--- config.mk ---
export PLATFORM = sky130hd
export DESIGN_NAME = btpl_seq
export DESIGN_NICKNAME = d
export VERILOG_FILES = /design/src/rtl/btpl_pkg.sv /design/src/rtl/btpl_seq.sv
export SDC_FILE = /design/constraint.sdc
export NUM_CORES = 1
export LEC_CHECK = 0
export ABC_AREA = 1
export ABC_CLOCK_PERIOD_IN_PS = 3480
export BUFFER_PORTS_ARGS = -buffer_cell sky130_fd_sc_hd__clkbuf_2
export CORE_MARGIN = 2
export CORE_UTILIZATION = 52
export DETAILED_ROUTE_END_ITERATION = 6
export PLACE_DENSITY_LB_ADDON = 0.05
export SETUP_SLACK_MARGIN = 0.5
export SLEW_MARGIN = 40
export SYNTH_ARGS = -nofsm -noshare
export SYNTH_HDL_FRONTEND = slang
export SYNTH_SLANG_ARGS = --single-unit
--- constraint.sdc ---
create_clock -name aclk -period 3.48 [get_ports aclk]
set_clock_uncertainty 0.2 [all_clocks]
set_input_delay 0.348 -clock aclk [delete_from_list [all_inputs] [get_ports aclk]]
set_output_delay 0.348 -clock aclk [all_outputs]
set_load 0.005 [all_outputs]
--- src/rtl/btpl_pkg.sv ---
// ----------------------------------------------------------------------------
// btpl_pkg
// Shared types and constants for the binary trie prefix lookup block.
// ----------------------------------------------------------------------------
`default_nettype none

package btpl_pkg;

    // Trie depth and slot width
    localparam int MAX_LEN    = 8;
    localparam int HOP_BITS   = 15;
    localparam int LEN_W      = 4;
    localparam int IDX_W      = MAX_LEN + 1;
    localparam int TABLE_SIZE = (2 << MAX_LEN) - 1;

    typedef enum logic [1:0] {
        OP_ADD    = 2'd0,
        OP_DELETE = 2'd1,
        OP_LOOKUP = 2'd2
    } op_e;

    typedef enum logic [1:0] {
        ST_OK        = 2'd0,
        ST_BAD_HOP   = 2'd1,
        ST_NOT_FOUND = 2'd2
    } status_e;

    typedef enum logic [2:0] {
        SEQ_CLEAR,
        SEQ_IDLE,
        SEQ_WALK,
        SEQ_LAST,
        SEQ_DONE
    } seq_state_e;

    typedef struct packed {
        logic [1:0]          operation;
        logic [MAX_LEN-1:0]  prefix_bits;
        logic [LEN_W-1:0]    prefix_length;
        logic [HOP_BITS-1:0] next_hop;
    } in_item_t;

    typedef struct packed {
        logic [1:0]          status;
        logic                found;
        logic [HOP_BITS-1:0] result_hop;
    } out_item_t;

    typedef struct packed {
        logic                we;
        logic [IDX_W-1:0]    waddr;
        logic [HOP_BITS-1:0] wdata;
        logic [IDX_W-1:0]    raddr;
    } mem_req_t;

endpackage

`default_nettype wire

--- src/rtl/btpl_seq.sv ---
// ----------------------------------------------------------------------------
// btpl_seq
// Trie walk sequencer: clears the store after reset, then descends one level
// per cycle with a shared shift-and-add index unit.
// ----------------------------------------------------------------------------
`default_nettype none

module btpl_seq
    import btpl_pkg::*;
(
    input  wire logic                aclk,
    input  wire logic                aresetn,
    input  wire logic                in_valid,
    output logic                     in_ready,
    input  wire in_item_t            in_item,
    output logic                     res_valid,
    input  wire logic                res_ready,
    output out_item_t                res_item,
    output mem_req_t                 mem_req,
    input  wire logic [HOP_BITS-1:0] rdata
);

    seq_state_e          state_reg, state_next;
    logic [IDX_W-1:0]    clr_reg, clr_next;
    logic                walk_seen_reg, walk_seen_next;
    logic [1:0]          op_reg, op_next;
    logic [MAX_LEN-1:0]  key_reg, key_next;
    logic [LEN_W-1:0]    rem_reg, rem_next;
    logic [HOP_BITS-1:0] hop_reg, hop_next;
    logic [IDX_W-1:0]    idx_reg, idx_next;
    logic [HOP_BITS-1:0] best_reg, best_next;
    logic                found_reg, found_next;
    out_item_t           res_reg, res_next;

    logic                hit;
    logic [HOP_BITS-1:0] best_upd;
    logic                found_upd;
    logic [LEN_W-1:0]    len_sat;

    always_ff @(posedge aclk) begin
        if (!aresetn) begin
            state_reg     <= SEQ_CLEAR;
            clr_reg       <= '0;
            walk_seen_reg <= 1'b0;
        end else begin
            state_reg     <= state_next;
            clr_reg       <= clr_next;
            walk_seen_reg <= walk_seen_next;
        end
    end

    always_ff @(posedge aclk) begin
        op_reg    <= op_next;
        key_reg   <= key_next;
        rem_reg   <= rem_next;
        hop_reg   <= hop_next;
        idx_reg   <= idx_next;
        best_reg  <= best_next;
        found_reg <= found_next;
        res_reg   <= res_next;
    end

    // read data belongs to the level issued in the previous walk cycle
    assign hit       = walk_seen_reg && (rdata != '0);
    assign best_upd  = hit ? rdata : best_reg;
    assign found_upd = found_reg | hit;
    assign len_sat   = (in_item.prefix_length > LEN_W'(MAX_LEN)) ? LEN_W'(MAX_LEN)
                                                                 : in_item.prefix_length;

    always_comb begin
        state_next     = state_reg;
        clr_next       = clr_reg;
        walk_seen_next = (state_reg == SEQ_WALK);
        op_next        = op_reg;
        key_next       = key_reg;
        rem_next       = rem_reg;
        hop_next       = hop_reg;
        idx_next       = idx_reg;
        best_next      = best_reg;
        found_next     = found_reg;
        res_next       = res_reg;
        in_ready       = 1'b0;
        res_valid      = 1'b0;
        mem_req.we     = 1'b0;
        mem_req.waddr  = idx_reg;
        mem_req.wdata  = '0;
        mem_req.raddr  = idx_reg;

        case (state_reg)
            SEQ_CLEAR: begin
                mem_req.we    = 1'b1;
                mem_req.waddr = clr_reg;
                clr_next      = clr_reg + IDX_W'(1);
                if (clr_reg == IDX_W'(TABLE_SIZE - 1)) begin
                    state_next = SEQ_IDLE;
                end
            end
            SEQ_IDLE: begin
                in_ready = 1'b1;
                if (in_valid) begin
                    op_next    = in_item.operation;
                    key_next   = in_item.prefix_bits;
                    rem_next   = len_sat;
                    hop_next   = in_item.next_hop;
                    idx_next   = '0;
                    best_next  = '0;
                    found_next = 1'b0;
                    state_next = SEQ_WALK;
                end
            end
            SEQ_WALK: begin
                best_next  = best_upd;
                found_next = found_upd;
                if (rem_reg == '0) begin
                    state_next = SEQ_LAST;
                end else begin
                    // child slot: 2*idx + 1 + next key bit
                    idx_next = {idx_reg[IDX_W-2:0], 1'b0} + IDX_W'(1)
                             + IDX_W'(key_reg[MAX_LEN-1]);
                    key_next = {key_reg[MAX_LEN-2:0], 1'b0};
                    rem_next = rem_reg - LEN_W'(1);
                end
            end
            SEQ_LAST: begin
                res_next = '0;
                case (op_reg)
                    OP_ADD: begin
                        if (hop_reg == '0) begin
                            res_next.status = ST_BAD_HOP;
                        end else begin
                            mem_req.we    = 1'b1;
                            mem_req.wdata = hop_reg;
                        end
                    end
                    OP_DELETE: begin
                        if (rdata == '0) begin
                            res_next.status = ST_NOT_FOUND;
                        end else begin
                            mem_req.we = 1'b1;
                        end
                    end
                    OP_LOOKUP: begin
                        res_next.found      = found_upd;
                        res_next.result_hop = best_upd;
                        res_next.status     = found_upd ? ST_OK : ST_NOT_FOUND;
                    end
                    default: begin
                        res_next.status = ST_OK;
                    end
                endcase
                state_next = SEQ_DONE;
            end
            SEQ_DONE: begin
                res_valid = 1'b1;
                if (res_ready) begin
                    state_next = SEQ_IDLE;
                end
            end
            default: begin
                state_next = SEQ_CLEAR;
                clr_next   = '0;
            end
        endcase
    end

    assign res_item = res_reg;

    // the store is only written while clearing or finishing an item
    a_no_write_in_walk: assert property (@(posedge aclk) disable iff (!aresetn)
        (state_reg == SEQ_WALK || state_reg == SEQ_IDLE) |-> !mem_req.we)
        else $error("store written during walk or idle");

    a_accept_starts_walk: assert property (@(posedge aclk) disable iff (!aresetn)
        (in_valid && in_ready) |=> (state_reg == SEQ_WALK))
        else $error("accepted transfer did not start a walk");

    a_rem_bound: assert property (@(posedge aclk) disable iff (!aresetn)
        (state_reg == SEQ_WALK) |-> (rem_reg <= LEN_W'(MAX_LEN)))
        else $error("level count beyond trie depth");

    a_found_has_hop: assert property (@(posedge aclk) disable iff (!aresetn)
        (state_reg == SEQ_DONE && res_reg.found) |-> (res_reg.result_hop != '0))
        else $error("match reported with zero hop");

    a_update_no_found: assert property (@(posedge aclk) disable iff (!aresetn)
        (state_reg == SEQ_DONE && op_reg != OP_LOOKUP) |-> !res_reg.found)
        else $error("found set on a non-lookup result");

endmodule

`default_nettype wire

==> flow_metrics.tcl, run 1 <==
set metrics [dict create \
    min_from "in_item[19]" \
    clkSinkCount 85 \
    place_ws_ns 1.10 \
    globalplace.congestion 0.839 \
    fin_crit_ns 2.56 \
    drc 0 \
    yosys_warnings 0 \
    slew_headroom 0.517 \
    status "complete, no violations" \
    synthTopCellsByCount "128 x nand2_1, 73 x nor2_1, 72 x edfxtp_1" \
    grt_pass1_vias 3156 \
    die_h_um 93.4 \
    grtUsageTotal 0.206 \
    synth_cell_types 30 \
    path_cells "nor2_1 > inv_1 > nor3_1 > clkbuf_2" \
    place_inst 653 \
    dieArea_um2 8730 \
    largest_reg_flops 18 \
    r2r-start "state_reg[2]$_SDFFE_PN0P_" \
    ys_top_cells_by_area "edfxtp_1 52%, nand2_1 12%, nor2_1 6.6%, dfxtp_1 6.3%, inv_1 4.8%" \
    drive_gt1_frac 0.235 \
    required_ns 2.93 \
    critical_path.max_stage_delay_ns 0.59 \
    fin_cells 686 \
    clockBufferDepth 2 \
    die_x_um 93.4 \
    post-route-util 0.659 \
    ys_seq_area_frac 0.582 \
    fin_ws_ns 0.921 \
    portBuffers 101 \
    synth_edf_count 72 \
    period_share 0.735 \
    power_density_nw_per_um2 379 \
    wl_um 8740 \
    yosysMostFrequentCell "nand2_1" \
    via_per_inst 4.96 \
    p_leak_nw 2.26 \
    cts_buffers 9 \
    crit_path_end_kind "output port" \
    overflow 0 \
    cp_data_arrival_time_ns 2.01 \
    tightest_slew_ns 0.723 \
    ctsResizeCount 0 \
    crit_fanout 12 \
    post_cts_buffers 0 \
    io_pins 102 \
    crit_type "reg2out" \
    async_reset_ff_frac 0 \
    initialDrtViolationCount 160 \
    vias 3400 \
    h-tree-depth 3 \
    grt_antenna_before_repair 0 \
    synth_area_um2 4160 \
    path_buf_inv 2 \
    synth.top_cell.area_share 0.520 \
    rsz0062_at_grt "no" \
    num_rows 32 \
    coreArea_um2 7730 \
    vdd_drop_max_mv 0.231 \
    hp-class "in2reg" \
    routedWlPerCell_um 12.7 \
    critPathTopFamily "simple AND/OR/NAND/NOR gates" \
    detail-route-antenna-nets 0 \
    clk_pin_slew_ns 0.09 \
    post-dp-hpwl_um 6110 \
    tritoncts "done" \
    ys_seq_elements 85 \
    finalHoldViolations 0 \
    clockRootBuffer "clkbuf_8" \
    setup_tns_ns 0 \
    syn_area_per_cell_um2 8.98 \
    grt_pass1_wl_um 14200 \
    synth_top_flop_cell "edfxtp_1" \
    drv_cap 0 \
    grt_max_degree 36 \
    syn_nets 515 \
    synthCells 463 \
    critPathLaunchType "register" \
    startpoint "op_reg[1]$_DFFE_PP_" \
    drt_first_pass_iters 4 \
    areaGrowthSynthToFinish_pct 22.4 \
    layout.nets 631 \
    initial_core_util 0.538 \
    crit_slowest_cell "nor2_1" \
    yosysTopAreaCell "edfxtp_1" \
    max_freq_mhz 391 \
    clk-insertion-delay-late_ns 0.33 \
    final_max_slew_viol_count 0 \
    setup_violations 0 \
    antenna_cells 0 \
]
-- final cells by class --
type	count	area, um^2
Clock buffer	11	131
Sequential cell	85	2420
Clock inverter	5	83.8
Tap cell	102	128
Multi-Input combinational cell	306	1420
Fill cell	655	2640
Timing Repair Buffer	120	691
Inverter	57	214
-- cell usage in the layout (no fill, tap or decap), types with 3 or more instances in the layout --
cell,count
inv_2,4
nand2_2,3
dlygate4sd3_1,17
nor2_1,73
clkbuf_8,9
o21ai_0,16
clkbuf_2,101
or2_2,3
nor2_2,3
nor2_4,3
a21oi_1,22
nand3_1,16
nand3b_1,14
ha_1,4
nor3_1,7
inv_1,53
nand4_1,3
dfxtp_1,13
nand2_1,127
edfxtp_1,72
xnor2_1,3
-- final timing paths --
kind	end	slack (ns)	cells past startpoint
max	mem_req[23]	0.92	4
min	key_reg[0]$_SDFFCE_PP0P_	0.07	3
min reg2reg	clr_reg[0]$_SDFFE_PN0N_	0.29	2
max reg2reg	best_reg[0]$_SDFFCE_PN0P_	1.11	5
-- worst min-delay path: stages --
cell      delay (ns)
clkbuf_2        0.08
nand2_1         0.04
inv_1           0.04
-- cell families (layout without fill, tap and decap cells) --
kind of cell / count (synthesis) / count (layout) / share of synthesized area
and+or+nand+nor: 258 / 258 / 0.272
DFF: 85 / 85 / 0.582
buffers and inverters: 72 / 193 / 0.0764
AOI/OAI and AO/OA: 41 / 41 / 0.0505
adders and majority gates: 4 / 4 / 0.0120
xor gates and xnor gates: 3 / 3 / 0.00632
-- report_power, final --
part | total (mW) | internal, mW | switching, mW | leakage [nW]
registers | 1.10 | 1.10 | 0.00364 | 0.762
clock network | 0.755 | 0.408 | 0.347 | 0.100
logic | 0.0761 | 0.0454 | 0.0307 | 1.40
-- stage by stage --
step	power [mW]	area (um^2)	hold WS [ns]
6_report	1.93	5090	0.0741
5_1_grt	1.99	5090	0.0754
4_1_cts	1.95	5090	0.0604
3_5_place_dp	1.18	4700	0.279
3_3_place_gp	1.18	4700	0.272
2_1_floorplan	1.15	4160	0.247
-- metal layers --
layer / share of wire / routed length (um) / track usage
met1: 0.46 / 4030 / 0.279
met2: 0.48 / 4160 / 0.346
met3: 0.059 / 517 / 0.0290
met4: 0.0034 / 30 / 0.0613
met5: 0 / 0 / 0
-- repair_timing --
item                                    CTS  global route
endpoints found under the setup margin    0             0
hold endpoints to repair                 17             0
hold buffers                             17             0
(Power assumes the default switching activity.)
==> inputs of run 2 (changes only) <==
--- a/config.mk
+++ b/config.mk
@@ -5,8 +5,8 @@
 export SDC_FILE = /design/constraint.sdc
 export NUM_CORES = 1
 export LEC_CHECK = 0
-export ABC_AREA = 1
-export ABC_CLOCK_PERIOD_IN_PS = 3480
+export ABC_AREA = 0
+export ABC_CLOCK_PERIOD_IN_PS = 2400
 export BUFFER_PORTS_ARGS = -buffer_cell sky130_fd_sc_hd__clkbuf_2
 export CORE_MARGIN = 2
 export CORE_UTILIZATION = 52
==> constraint.sdc (replaced) <==
create_clock -name aclk -period 2.4 [get_ports aclk]
set_clock_uncertainty 0.2 [all_clocks]
set_input_delay 0.24 -clock aclk [delete_from_list [all_inputs] [get_ports aclk]]
set_output_delay 0.24 -clock aclk [all_outputs]
set_load 0.005 [all_outputs]
==> flow_metrics.tcl, run 2 <==
set metrics [dict create \
    status "complete, no violations" \
    crit_type "reg2out" \
    async_reset_ff_frac 0 \
    vias 2969 \
    max_freq_mhz 432 \
    syn_area_per_cell_um2 11.7 \
    drv_cap 0 \
    ys_seq_elements 85 \
    overflow 0 \
    yosysMostFrequentCell "edfxtp_1" \
    critPathTopFamily "simple AND/OR/NAND/NOR gates" \
    grt_pass1_wl_um 13600 \
    layout.nets 529 \
    place_inst 524 \
    clkSinkCount 85 \
    fillCellCount 555 \
    min_path_cells 3 \
    slew_headroom 0.601 \
    routedWlPerCell_um 14.2 \
    final_common_cell "clkbuf_2" \
    h-tree-depth 3 \
    initialDrtViolationCount 138 \
    synth_area_um2 3850 \
    io_pins 102 \
    path_cells "nor4_2 > nand4_1 > and3_1 > buf_4 > and2_1 > clkbuf_2" \
    required_ns 1.96 \
    grt_max_degree 19 \
    fin_crit_ns 2.32 \
    syn_nets 381 \
    portBuffers 101 \
    fin_cells 580 \
    grt_pass1_vias 2906 \
    p_seq_frac 0.539 \
    largest_reg_flops 18 \
    dieArea_um2 8100 \
    final_max_slew_viol_count 0 \
    crit_path_end_kind "output port" \
    finalHoldViolations 0 \
    grt_antenna_before_repair 0 \
    critical_path.max_stage_delay_ns 0.40 \
    ys_top_cells_by_area "edfxtp_1 56%, dfxtp_1 6.8%, nor2_1 5.7%, nand2_1 3.3%, mux2i_1 2.9%" \
    tightest_slew_ns 0.594 \
    hp-class "in2reg" \
    die_h_um 90.0 \
    drive_gt1_frac 0.364 \
    switching_share 0.258 \
    coreArea_um2 7210 \
    critPathLaunchType "register" \
    cp_data_arrival_time_ns 1.88 \
    yosys_warnings 0 \
    post-dp-hpwl_um 5340 \
    power.switching_mw 0.855 \
    synthCells 329 \
    period_share 0.965 \
    tritoncts "done" \
    die_x_um 90.0 \
    yosysTopAreaCell "edfxtp_1" \
    layout_common_cells "101 x clkbuf_2, 72 x edfxtp_1, 58 x nor2_1" \
    globalplace.congestion 0.795 \
    synth.top_cell.area_share 0.562 \
    grtUsageTotal 0.209 \
    synth_cell_types 41 \
    p_leak_nw 2.17 \
    ys_seq_area_frac 0.630 \
    synthTopCellsByCount "72 x edfxtp_1, 58 x nor2_1, 34 x nand2_1" \
    drc 0 \
    clockBufferDepth 2 \
    combPwrFrac 0.166 \
    num_rows 31 \
    initial_core_util 0.533 \
    path_depth 6 \
    clk-insertion-delay-late_ns 0.35 \
    vdd_drop_max_mv 0.335 \
    clockPowerShare 0.295 \
    wl_um 8250 \
    crit_slowest_cell "edfxtp_1" \
    clk_pin_slew_ns 0.08 \
    crit_fanout 14 \
    antenna_cells 0 \
    rsz0062_at_grt "yes" \
    areaGrowthSynthToFinish_pct 35.1 \
    setup_violations 0 \
    setup_tns_ns 0 \
    detail-route-antenna-nets 0 \
    via_per_inst 5.12 \
    synth_top_flop_cell "edfxtp_1" \
    path_buf_inv 2 \
    rr_worst_depth 7 \
    cts_buffers 9 \
    p_int_mw 2.46 \
    drt_first_pass_iters 4 \
    clockRootBuffer "clkbuf_8" \
    synth_edf_count 72 \
    power_density_nw_per_um2 637 \
]
==> run 2: what timing repair did <==
item,CTS,global route
endpoints found under the hold margin,27,1
setup endpoints to repair,66,45
buffers inserted,6,4
gates resized for setup,16,16
hold buffers,29,1
pin swaps,9,11
cloned,1,0
==> run 2: cell type report <==
class,count,area [um^2],share of cell area
Inverter,8,30.0,0.00578
Clock buffer,9,124,0.0238
Tap cell,99,124,0.0238
Timing Repair Buffer,153,998,0.192
Clock inverter,6,65.1,0.0125
Sequential cell,85,2430,0.467
Multi-Input combinational cell,220,1430,0.275
==> run 2: worst paths after layout <==
check                                               start                 endpoint  slack (ns)
worst max register to register  state_reg[2]$_SDFFE_PN0P_  clr_reg[8]$_SDFFE_PN0N_        0.38
worst max-delay path                 hop_reg[0]$_DFFE_PP_              mem_req[11]        0.08
worst min register to register    clr_reg[8]$_SDFFE_PN0N_  clr_reg[8]$_SDFFE_PN0N_        0.35
worst min-delay path                          in_item[16]     rem_reg[1]$_DFFE_PP_        0.03
==> run 2: layer usage <==
layer	wire [um]	global-route usage
met4	161	0.0821
met2	4050	0.344
met3	406	0.0453
met5	0	0
met1	3630	0.271
==> run 2: logic make-up (layout without fill, tap and decap cells) <==
| group | Yosys count | in the layout | synth area share |
|---|---|---|---|
| AO/OA/AOI/OAI | 29 | 29 | 0.0524 |
| XOR/XNOR | 15 | 15 | 0.0342 |
| adder cells (fa/ha/maj) | 4 | 4 | 0.0130 |
| buffers and inverters | 25 | 176 | 0.0316 |
| flip-flops | 85 | 85 | 0.630 |
| multiplexers | 18 | 18 | 0.0491 |
| AND/OR/NAND/NOR | 153 | 154 | 0.190 |
==> run 2: through the flow <==
| step | hold WS, ns | setup WS, ns | instance area [um^2] | utilization | power (mW) |
|---|---|---|---|---|---|
| 5_1_grt | 0.0417 | -0.0508 | 5200 | 0.720 | 3.47 |
| 3_3_place_gp | 0.217 | 0.243 | 4510 | 0.625 | 2.24 |
| 6_report | 0.0302 | 0.0850 | 5200 | 0.720 | 3.31 |
| 4_1_cts | 0.00183 | 0.0716 | 5100 | 0.706 | 3.31 |
| 2_1_floorplan | 0.139 | 0.381 | 3890 | - | 2.08 |
| 3_5_place_dp | 0.219 | 0.213 | 4510 | 0.625 | 2.25 |
==> run 2: worst min-delay path, cell delays in order <==
cell and delay (ns):
clkbuf_2 0.08, nand3b_1 0.07, o21ai_0 0.08
==> run 2: power groups by stage <==
stage / Combinational [mW] / Clock, mW / Sequential, mW
after floorplan: 0.302 / 0 / 1.78
after global placement: 0.435 / 0 / 1.81
after detailed placement: 0.440 / 0 / 1.81
after CTS: 0.526 / 1.00 / 1.78
after global routing: 0.610 / 1.06 / 1.80
final: 0.550 / 0.976 / 1.79
